$ cat src/sv/epoch_seconds_to_calendar_defines.svh
// Assertion helpers shared by the calendar converter.
`ifndef EPOCH_SECONDS_TO_CALENDAR_DEFINES_SVH
`define EPOCH_SECONDS_TO_CALENDAR_DEFINES_SVH

// Same-cycle implication, disabled during reset.
`define E2C_ASSERT_IMPL(label, clk, rst, ante, cons, msg) \
   label: assert property (@(posedge clk) disable iff (rst) (ante) |-> (cons)) \
      else $error(msg);

// Next-cycle implication, disabled during reset.
`define E2C_ASSERT_NEXT(label, clk, rst, ante, cons, msg) \
   label: assert property (@(posedge clk) disable iff (rst) (ante) |=> (cons)) \
      else $error(msg);

`endif

$ cat src/sv/e2c_pkg.sv
package e2c_pkg;

   typedef struct packed {
      logic [7:0] year_since_1900;
      logic [3:0] month;
      logic [4:0] day_of_month;
      logic [2:0] weekday;
   } date_type;

endpackage

$ cat src/sv/e2c_date.sv
module e2c_date import e2c_pkg::*; (
   input  logic        clock,
   input  logic        advance,
   input  logic [15:0] days,
   output date_type    date
);

   localparam logic [18:0] RECIP_1461 = 19'((64'd1 << 29) / 1461);
   localparam logic [16:0] RECIP_7    = 17'((64'd1 << 19) / 7);
   localparam logic [11:0] RECIP_367  = 12'((64'd1 << 20) / 367);

   // First day (zero based) of each month on the 367/12 grid
   function automatic logic [8:0] month_start(input logic [3:0] mon);
      logic [8:0] start;
      case (mon)
         4'd0:    start = 9'd0;
         4'd1:    start = 9'd31;
         4'd2:    start = 9'd61;
         4'd3:    start = 9'd92;
         4'd4:    start = 9'd122;
         4'd5:    start = 9'd153;
         4'd6:    start = 9'd183;
         4'd7:    start = 9'd214;
         4'd8:    start = 9'd245;
         4'd9:    start = 9'd275;
         4'd10:   start = 9'd306;
         4'd11:   start = 9'd336;
         default: start = 9'd0;
      endcase
      return start;
   endfunction

   // stage 4: quotient estimates for the four-year cycle and the week
   logic [17:0] cyc_num;
   logic [36:0] cyc_prod;
   logic [16:0] wk_num;
   logic [33:0] wk_prod;
   logic [15:0] days4_ff;
   logic [7:0]  yest4_ff;
   logic [12:0] west4_ff;

   assign cyc_num  = {days, 2'b10};
   assign cyc_prod = 37'(cyc_num) * 37'(RECIP_1461);
   assign wk_num   = 17'(days) + 17'd4;
   assign wk_prod  = 34'(wk_num) * 34'(RECIP_7);

   always_ff @(posedge clock) begin
      if (advance) begin
         days4_ff <= days;
         yest4_ff <= cyc_prod[36:29];
         west4_ff <= wk_prod[31:19];
      end
   end

   // stage 5: remainder corrections
   logic [17:0] cyc_num4;
   logic [17:0] cyc_rem;
   logic [16:0] wk_num4;
   logic [16:0] wk_rem;
   logic [15:0] days5_ff;
   logic [7:0]  yrs5_ff;
   logic [2:0]  wday5_ff;

   assign cyc_num4 = {days4_ff, 2'b10};
   assign cyc_rem  = 18'(cyc_num4 - 18'(yest4_ff) * 18'(1461));
   assign wk_num4  = 17'(days4_ff) + 17'd4;
   assign wk_rem   = 17'(wk_num4 - 17'(west4_ff) * 17'(7));

   always_ff @(posedge clock) begin
      if (advance) begin
         days5_ff <= days4_ff;
         yrs5_ff  <= yest4_ff + 8'(cyc_rem >= 18'd1461);
         wday5_ff <= (wk_rem >= 17'd7) ? 3'(wk_rem - 17'd7) : 3'(wk_rem);
      end
   end

   // stage 6: day of year, shifted so March on follows the 367/12 grid
   logic [7:0]  year6;
   logic        leap6;
   logic [17:0] cyc_base;
   logic [8:0]  yday6;
   logic [8:0]  adj6;
   logic [7:0]  year6_ff;
   logic [8:0]  adj6_ff;
   logic [2:0]  wday6_ff;

   assign year6    = yrs5_ff + 8'd70;
   assign leap6    = (year6[1:0] == 2'b00);
   assign cyc_base = 18'(yrs5_ff) * 18'(1461) + 18'd1;
   assign yday6    = 9'(days5_ff - cyc_base[17:2]);

   always_comb begin
      adj6 = yday6;
      if (yday6 > 9'd58 + 9'(leap6)) begin
         adj6 = yday6 + (leap6 ? 9'd1 : 9'd2);
      end
   end

   always_ff @(posedge clock) begin
      if (advance) begin
         year6_ff <= year6;
         adj6_ff  <= adj6;
         wday6_ff <= wday5_ff;
      end
   end

   // stage 7: month estimate
   logic [12:0] mon_num;
   logic [24:0] mon_prod;
   logic [12:0] num7_ff;
   logic [3:0]  mest7_ff;
   logic [8:0]  adj7_ff;
   logic [7:0]  year7_ff;
   logic [2:0]  wday7_ff;

   assign mon_num  = 13'(adj6_ff) * 13'(12) + 13'd6;
   assign mon_prod = 25'(mon_num) * 25'(RECIP_367);

   always_ff @(posedge clock) begin
      if (advance) begin
         num7_ff  <= mon_num;
         mest7_ff <= mon_prod[23:20];
         adj7_ff  <= adj6_ff;
         year7_ff <= year6_ff;
         wday7_ff <= wday6_ff;
      end
   end

   // stage 8: month correction
   logic [12:0] mon_rem;
   logic [3:0]  mon8_ff;
   logic [8:0]  adj8_ff;
   logic [7:0]  year8_ff;
   logic [2:0]  wday8_ff;

   assign mon_rem = 13'(num7_ff - 13'(mest7_ff) * 13'(367));

   always_ff @(posedge clock) begin
      if (advance) begin
         mon8_ff  <= mest7_ff + 4'(mon_rem >= 13'd367);
         adj8_ff  <= adj7_ff;
         year8_ff <= year7_ff;
         wday8_ff <= wday7_ff;
      end
   end

   // stage 9: day of month
   logic [8:0] mday9;
   date_type   date_ff;

   assign mday9 = 9'(adj8_ff + 9'd1 - month_start(mon8_ff));

   always_ff @(posedge clock) begin
      if (advance) begin
         date_ff.year_since_1900 <= year8_ff;
         date_ff.month           <= mon8_ff;
         date_ff.day_of_month    <= mday9[4:0];
         date_ff.weekday         <= wday8_ff;
      end
   end

   assign date = date_ff;

endmodule

$ cat src/sv/epoch_seconds_to_calendar.sv
// Epoch seconds to calendar time converter.
// One item per cycle while not stalled; the output stage stalls the whole pipe
// as one. Each constant division is a reciprocal multiply plus a one-step
// correction, one register stage each; the day division adds a remainder stage.
// Reset (synchronous, active high) clears the stage valid bits only.
`include "epoch_seconds_to_calendar_defines.svh"

module epoch_seconds_to_calendar import e2c_pkg::*; (
   input  logic        clock,
   input  logic        reset,
   input  logic        req_tvalid,
   output logic        req_tready,
   input  logic [31:0] req_tdata,   // epoch_seconds[31:0]
   output logic        rsp_tvalid,
   input  logic        rsp_tready,
   output logic [39:0] rsp_tdata    // second, minute, hour, weekday, day_of_month,
                                    // month, year_since_1900, zero fill
);

   localparam int STAGES = 9;

   localparam logic [31:0] RECIP_675   = 32'((64'd1 << 41) / 675);
   localparam logic [17:0] RECIP_60SOD = 18'((64'd1 << 23) / 60);
   localparam logic [11:0] RECIP_60MIN = 12'((64'd1 << 17) / 60);

   logic              advance;
   logic [STAGES-1:0] valid_ff;
   logic [STAGES-1:0] valid_in;

   assign advance  = !valid_ff[STAGES-1] || rsp_tready;
   assign valid_in = {valid_ff[STAGES-2:0], req_tvalid};

   always_ff @(posedge clock) begin
      if (reset) begin
         valid_ff <= '0;
      end else if (advance) begin
         valid_ff <= valid_in;
      end
   end

   assign req_tready = advance;
   assign rsp_tvalid = valid_ff[STAGES-1];

   // stage 1: seconds / 86400 = (seconds >> 7) / 675, estimate
   logic [31:0] t1_ff;
   logic [56:0] p1_ff;

   always_ff @(posedge clock) begin
      if (advance) begin
         t1_ff <= req_tdata;
         p1_ff <= 57'(req_tdata[31:7]) * 57'(RECIP_675);
      end
   end

   // stage 2: remainder of the estimate
   logic [15:0] q1;
   logic [24:0] day_rem_wide;
   logic [15:0] q2_ff;
   logic [10:0] r2_ff;
   logic [6:0]  tlo2_ff;

   assign q1           = p1_ff[56:41];
   assign day_rem_wide = 25'(t1_ff[31:7] - 25'(q1) * 25'(675));

   always_ff @(posedge clock) begin
      if (advance) begin
         q2_ff   <= q1;
         r2_ff   <= day_rem_wide[10:0];
         tlo2_ff <= t1_ff[6:0];
      end
   end

   // stage 3: whole days and second of day
   logic        day_fix;
   logic [10:0] day_rem;
   logic [15:0] days3_ff;
   logic [16:0] sod3_ff;

   assign day_fix = (r2_ff >= 11'd675);
   assign day_rem = day_fix ? (r2_ff - 11'd675) : r2_ff;

   always_ff @(posedge clock) begin
      if (advance) begin
         days3_ff <= q2_ff + 16'(day_fix);
         sod3_ff  <= {day_rem[9:0], tlo2_ff};
      end
   end

   // stage 4: minutes of day, estimate
   logic [34:0] sod_prod;
   logic [16:0] sod4_ff;
   logic [10:0] mest4_ff;

   assign sod_prod = 35'(sod3_ff) * 35'(RECIP_60SOD);

   always_ff @(posedge clock) begin
      if (advance) begin
         sod4_ff  <= sod3_ff;
         mest4_ff <= sod_prod[33:23];
      end
   end

   // stage 5: minutes of day and second
   logic [16:0] sec_rem_wide;
   logic [6:0]  sec_rem;
   logic [10:0] mins5_ff;
   logic [5:0]  sec5_ff;

   assign sec_rem_wide = 17'(sod4_ff - 17'(mest4_ff) * 17'(60));
   assign sec_rem      = sec_rem_wide[6:0];

   always_ff @(posedge clock) begin
      if (advance) begin
         mins5_ff <= mest4_ff + 11'(sec_rem >= 7'd60);
         sec5_ff  <= (sec_rem >= 7'd60) ? 6'(sec_rem - 7'd60) : sec_rem[5:0];
      end
   end

   // stage 6: hour estimate
   logic [22:0] min_prod;
   logic [10:0] mins6_ff;
   logic [4:0]  hest6_ff;
   logic [5:0]  sec6_ff;

   assign min_prod = 23'(mins5_ff) * 23'(RECIP_60MIN);

   always_ff @(posedge clock) begin
      if (advance) begin
         mins6_ff <= mins5_ff;
         hest6_ff <= min_prod[21:17];
         sec6_ff  <= sec5_ff;
      end
   end

   // stage 7: hour and minute
   logic [10:0] min_rem_wide;
   logic [6:0]  min_rem;
   logic [4:0]  hour7_ff;
   logic [5:0]  minute7_ff;
   logic [5:0]  sec7_ff;

   assign min_rem_wide = 11'(mins6_ff - 11'(hest6_ff) * 11'(60));
   assign min_rem      = min_rem_wide[6:0];

   always_ff @(posedge clock) begin
      if (advance) begin
         hour7_ff   <= hest6_ff + 5'(min_rem >= 7'd60);
         minute7_ff <= (min_rem >= 7'd60) ? 6'(min_rem - 7'd60) : min_rem[5:0];
         sec7_ff    <= sec6_ff;
      end
   end

   // stages 8 and 9: hold time of day while the date path finishes
   logic [4:0] hour8_ff;
   logic [5:0] minute8_ff;
   logic [5:0] sec8_ff;
   logic [4:0] hour9_ff;
   logic [5:0] minute9_ff;
   logic [5:0] sec9_ff;

   always_ff @(posedge clock) begin
      if (advance) begin
         hour8_ff   <= hour7_ff;
         minute8_ff <= minute7_ff;
         sec8_ff    <= sec7_ff;
         hour9_ff   <= hour8_ff;
         minute9_ff <= minute8_ff;
         sec9_ff    <= sec8_ff;
      end
   end

   date_type date;

   e2c_date u_date (
      .clock   (clock),
      .advance (advance),
      .days    (days3_ff),
      .date    (date)
   );

   assign rsp_tdata = {3'b000, date.year_since_1900, date.month, date.day_of_month,
                       date.weekday, hour9_ff, minute9_ff, sec9_ff};

   `E2C_ASSERT_IMPL(a_time_range, clock, reset, rsp_tvalid,
      (sec9_ff < 6'd60) && (minute9_ff < 6'd60) && (hour9_ff < 5'd24),
      "time of day out of range")

   `E2C_ASSERT_IMPL(a_date_range, clock, reset, rsp_tvalid,
      (date.weekday < 3'd7) && (date.day_of_month != 5'd0) && (date.month < 4'd12)
      && (date.year_since_1900 >= 8'd70) && (date.year_since_1900 <= 8'd206),
      "calendar date out of range")

   `E2C_ASSERT_NEXT(a_accept_captured, clock, reset, req_tvalid && req_tready,
      valid_ff[0], "accepted transfer not captured in first stage")

endmodule
$ cat config.mk
export PLATFORM = sky130hd
export DESIGN_NAME = epoch_seconds_to_calendar
export DESIGN_NICKNAME = d
export VERILOG_FILES = /design/src/sv/e2c_pkg.sv /design/src/sv/e2c_date.sv /design/src/sv/epoch_seconds_to_calendar.sv
export VERILOG_INCLUDE_DIRS = /design/src /design/src/sv
export SDC_FILE = /design/constraint.sdc
export NUM_CORES = 2
export LEC_CHECK = 0
export BUFFER_PORTS_ARGS = -buffer_cell sky130_fd_sc_hd__buf_2
export CAP_MARGIN = 20
export CORE_ASPECT_RATIO = 2
export CORE_UTILIZATION = 42
export CTS_CLUSTER_DIAMETER = 100
export DETAILED_ROUTE_END_ITERATION = 8
export PLACE_DENSITY_LB_ADDON = 0.2
export SKIP_CTS_REPAIR_TIMING = 1
export SYNTH_ARGS = -nofsm -noshare
export SYNTH_HDL_FRONTEND = slang
export SYNTH_HIERARCHICAL = 1
export SYNTH_SLANG_ARGS = --single-unit
$ cat constraint.sdc
create_clock -name clock -period 15.8 [get_ports clock]
set_clock_uncertainty 0.2 [all_clocks]
set_input_delay 2.37 -clock clock [delete_from_list [all_inputs] [get_ports clock]]
set_output_delay 2.37 -clock clock [all_outputs]
set_load 0.01 [all_outputs]
==> impl_metrics.ini <==
[run_status]
status = finished, final reports clean

[setup_path]
r2r-end = u_date/west4_ff[11]
path_class = in2reg
arrival_ns = 8.65
worstPathRequired_ns = 15.90
worstPathCellList = buf_2 > ha_1 > inv_1 > fa_1 > fa_1 > inv_1 > fa_1 > fa_1 > fa_1 > fa_1 > ha_1 > a21oi_1 > o21ai_0 > o211ai_1 > o21ai_0 > nor3_2 > a21oi_1 > o311ai_0 > o311ai_1
end_kind = register
cp-start-kind = input pin
ff2ff_setup_slack_ns = 8.47
r2r-start = days3_ff[4]
critPathMaxFanout = 10
cp_common_cell = fa_1
cpPeakStageDelay_ns = 0.52
reg2reg_depth = 18
slowest_stage = fa_1

[global_routing]
grt_pass1_wl_mm = 173
use_met1 = 0.157
grt-ovfl-total = 0
grt_start_max_net_pins = 81
grt_pass1_vias = 32488
antenna_found_initial = 1
grtUsageMet3 = 0.0153
grtUsageMet2 = 0.453
top_usage_layer = met2
grt_usage = 0.213

[die]
boundaryPins = 78
initial_core_util = 0.423
num_rows = 170
die_x_um = 234
die_y_um = 467
die-area_um2 = 109000
core_um2 = 107000

[placed_design]
dpl.cell_count = 5584
gp_congestion = 0.986
dp_hpwl_mm = 99.9
place_area_um2 = 47400
portBuffers = 74
place_ws_ns = 6.71

[yosys]
ys_top_cells_by_area = ha_1 27%, edfxtp_1 23%, fa_1 22%
avgSynthCellArea_um2 = 10.9
seq_area_frac_synth = 0.240
yosysTopAreaCellShare = 0.268
synth_area_um2 = 45300
synthFlopType = edfxtp_1
synth_cell_types = 109
synth-edff-count = 353
ys_warn_count = 6
ys_ff_latch = 367
yosysTopAreaCell = ha_1
synth_cells = 4140
async_reset_ff_frac = 0

[final_layout]
layout.nets = 5760
layout_common_cells = 1012 x inv_1, 971 x ha_1, 504 x fa_1, 353 x edfxtp_1, 166 x xnor2_1
drive_above_1_share = 0.0470
final_cells = 5656
final_common_cell = inv_1
syn2layout_area_growth_pct = 7.45
final_cell_area_um2 = 48700

[sta]
hold_violations = 0
rsz0062_at_grt = no
fin_tns_setup_ns = 0
finalCritPeriodShare = 0.541
timing.final.crit_period_ns = 8.55
setup_viol = 0
slew_headroom = 0.319
max_slew.worst_pin.slew_ns = 1.02
clock.fmax_mhz = 117
worst_slack_ns = 7.25
report.final.slew_viol_count = 0

[route]
drt-initial-drc-count = 875
firstDrtPassIters = 5
post_drt_wl_per_cell_um = 20.0
via_per_inst = 5.15
wl_mm = 113
drc_errors = 0
postRouteAntennaNets = 0
via_count = 29151

[clock_network]
cts_sinks = 367
insertion_delay_ns = 0.59
numCtsBuffers = 39
cts_tree = yes
cts_root_buf = clkbuf_16
clk_pin_slew_ns = 0.06
clk_path_buf_depth = 3
htreeDepth = 2

[hold_path]
min_from = sec6_ff[0]
hold_depth = 0
min_to = sec7_ff[0]
hold_class = reg2reg

[flow_run]
cap_violations = 0
## worst max-delay path: cells and delay by family
| family | cells | cell delay, ns |
|---|---|---|
| adder cells (fa/ha/maj) | 8 | 3.59 |
| AO/OA/AOI/OAI | 7 | 1.75 |
| AND/OR/NAND/NOR | 1 | 0.49 |
| buffers and inverters | 3 | 0.43 |
## flip-flops by register name (all words and copies together), names as in the netlist, 11 cells and up, named ones only
register,count
mins5_ff,11
u_date/date,20
t1_ff,18
u_date/days4_ff,16
r2_ff,11
mest4_ff,11
u_date/num7_ff,11
q2_ff,16
u_date/west4_ff,13
p1_ff,16
sod3_ff,17
days3_ff,16
## area by class of cell
| type | count | area [um^2] |
|---|---|---|
| clock buffers | 44 | 1020 |
| clock inverters | 27 | 275 |
| inverters | 1014 | 3810 |
| flip-flops and latches | 367 | 10900 |
| well taps | 1376 | 1720 |
| fillers | 10186 | 58500 |
| multi-input cells | 2747 | 30600 |
| diodes | 1 | 2.50 |
| repair buffers | 80 | 415 |
## per-stage QoR
| step | utilization | hold WS, ns |
|---|---|---|
| 2_1_floorplan | - | 0.200 |
| 3_3_place_gp | 0.442 | 0.201 |
| 4_1_cts | 0.454 | 0.212 |
| 5_1_grt | 0.454 | 0.214 |
| 6_report | 0.454 | 0.212 |
| 3_5_place_dp | 0.442 | 0.205 |
## how the worst max path moves through the flow
stage                  startpoint          end  slack (ns)  cells past startpoint
floorplan              rsp_tready  days3_ff[0]        3.29                      3
global placement    req_tdata[20]    p1_ff[51]        6.89                     21
detailed placement  req_tdata[12]    p1_ff[51]        6.71                     22
CTS                 req_tdata[11]    p1_ff[51]        7.35                     19
global route        req_tdata[11]    p1_ff[51]        6.99                     19
finish              req_tdata[11]    p1_ff[51]        7.25                     19
## Yosys cell counts, types with 16 or more instances
cell      count
a21o_1       60
o21ai_0      79
xor2_1       73
nor2_1      116
o21a_1       26
a211oi_1     17
and3_1       23
fa_1        504
nand2_1     116
inv_1      1012
nand4_1      21
nor3_1       49
ha_1        971
a21oi_1     145
xnor2_1     166
edfxtp_1    353
nand2b_1     16
nand3_1      65
nor2b_1      24
## layer usage
metal | vias up | wire, um
met4 | 0 | 11800
met5 | - | 0
met3 | 346 | 1870
met2 | 486 | 68200
met1 | 14349 | 31200
li1 | 13970 | -
## logic make-up after synthesis
kind of cell    Yosys count  synth area share
mux                      19           0.00436
compound gates          497            0.0747
flops                   367             0.240
simple gates            510            0.0567
fa+ha+maj              1476             0.491
other cells               1         0.0000827
xor+xnor                242            0.0475
buf+inv                1028            0.0856
Power is left out: the tool's default activity adds up to more than one toggle a clock period on the data nets, which glitch-free logic cannot reach.
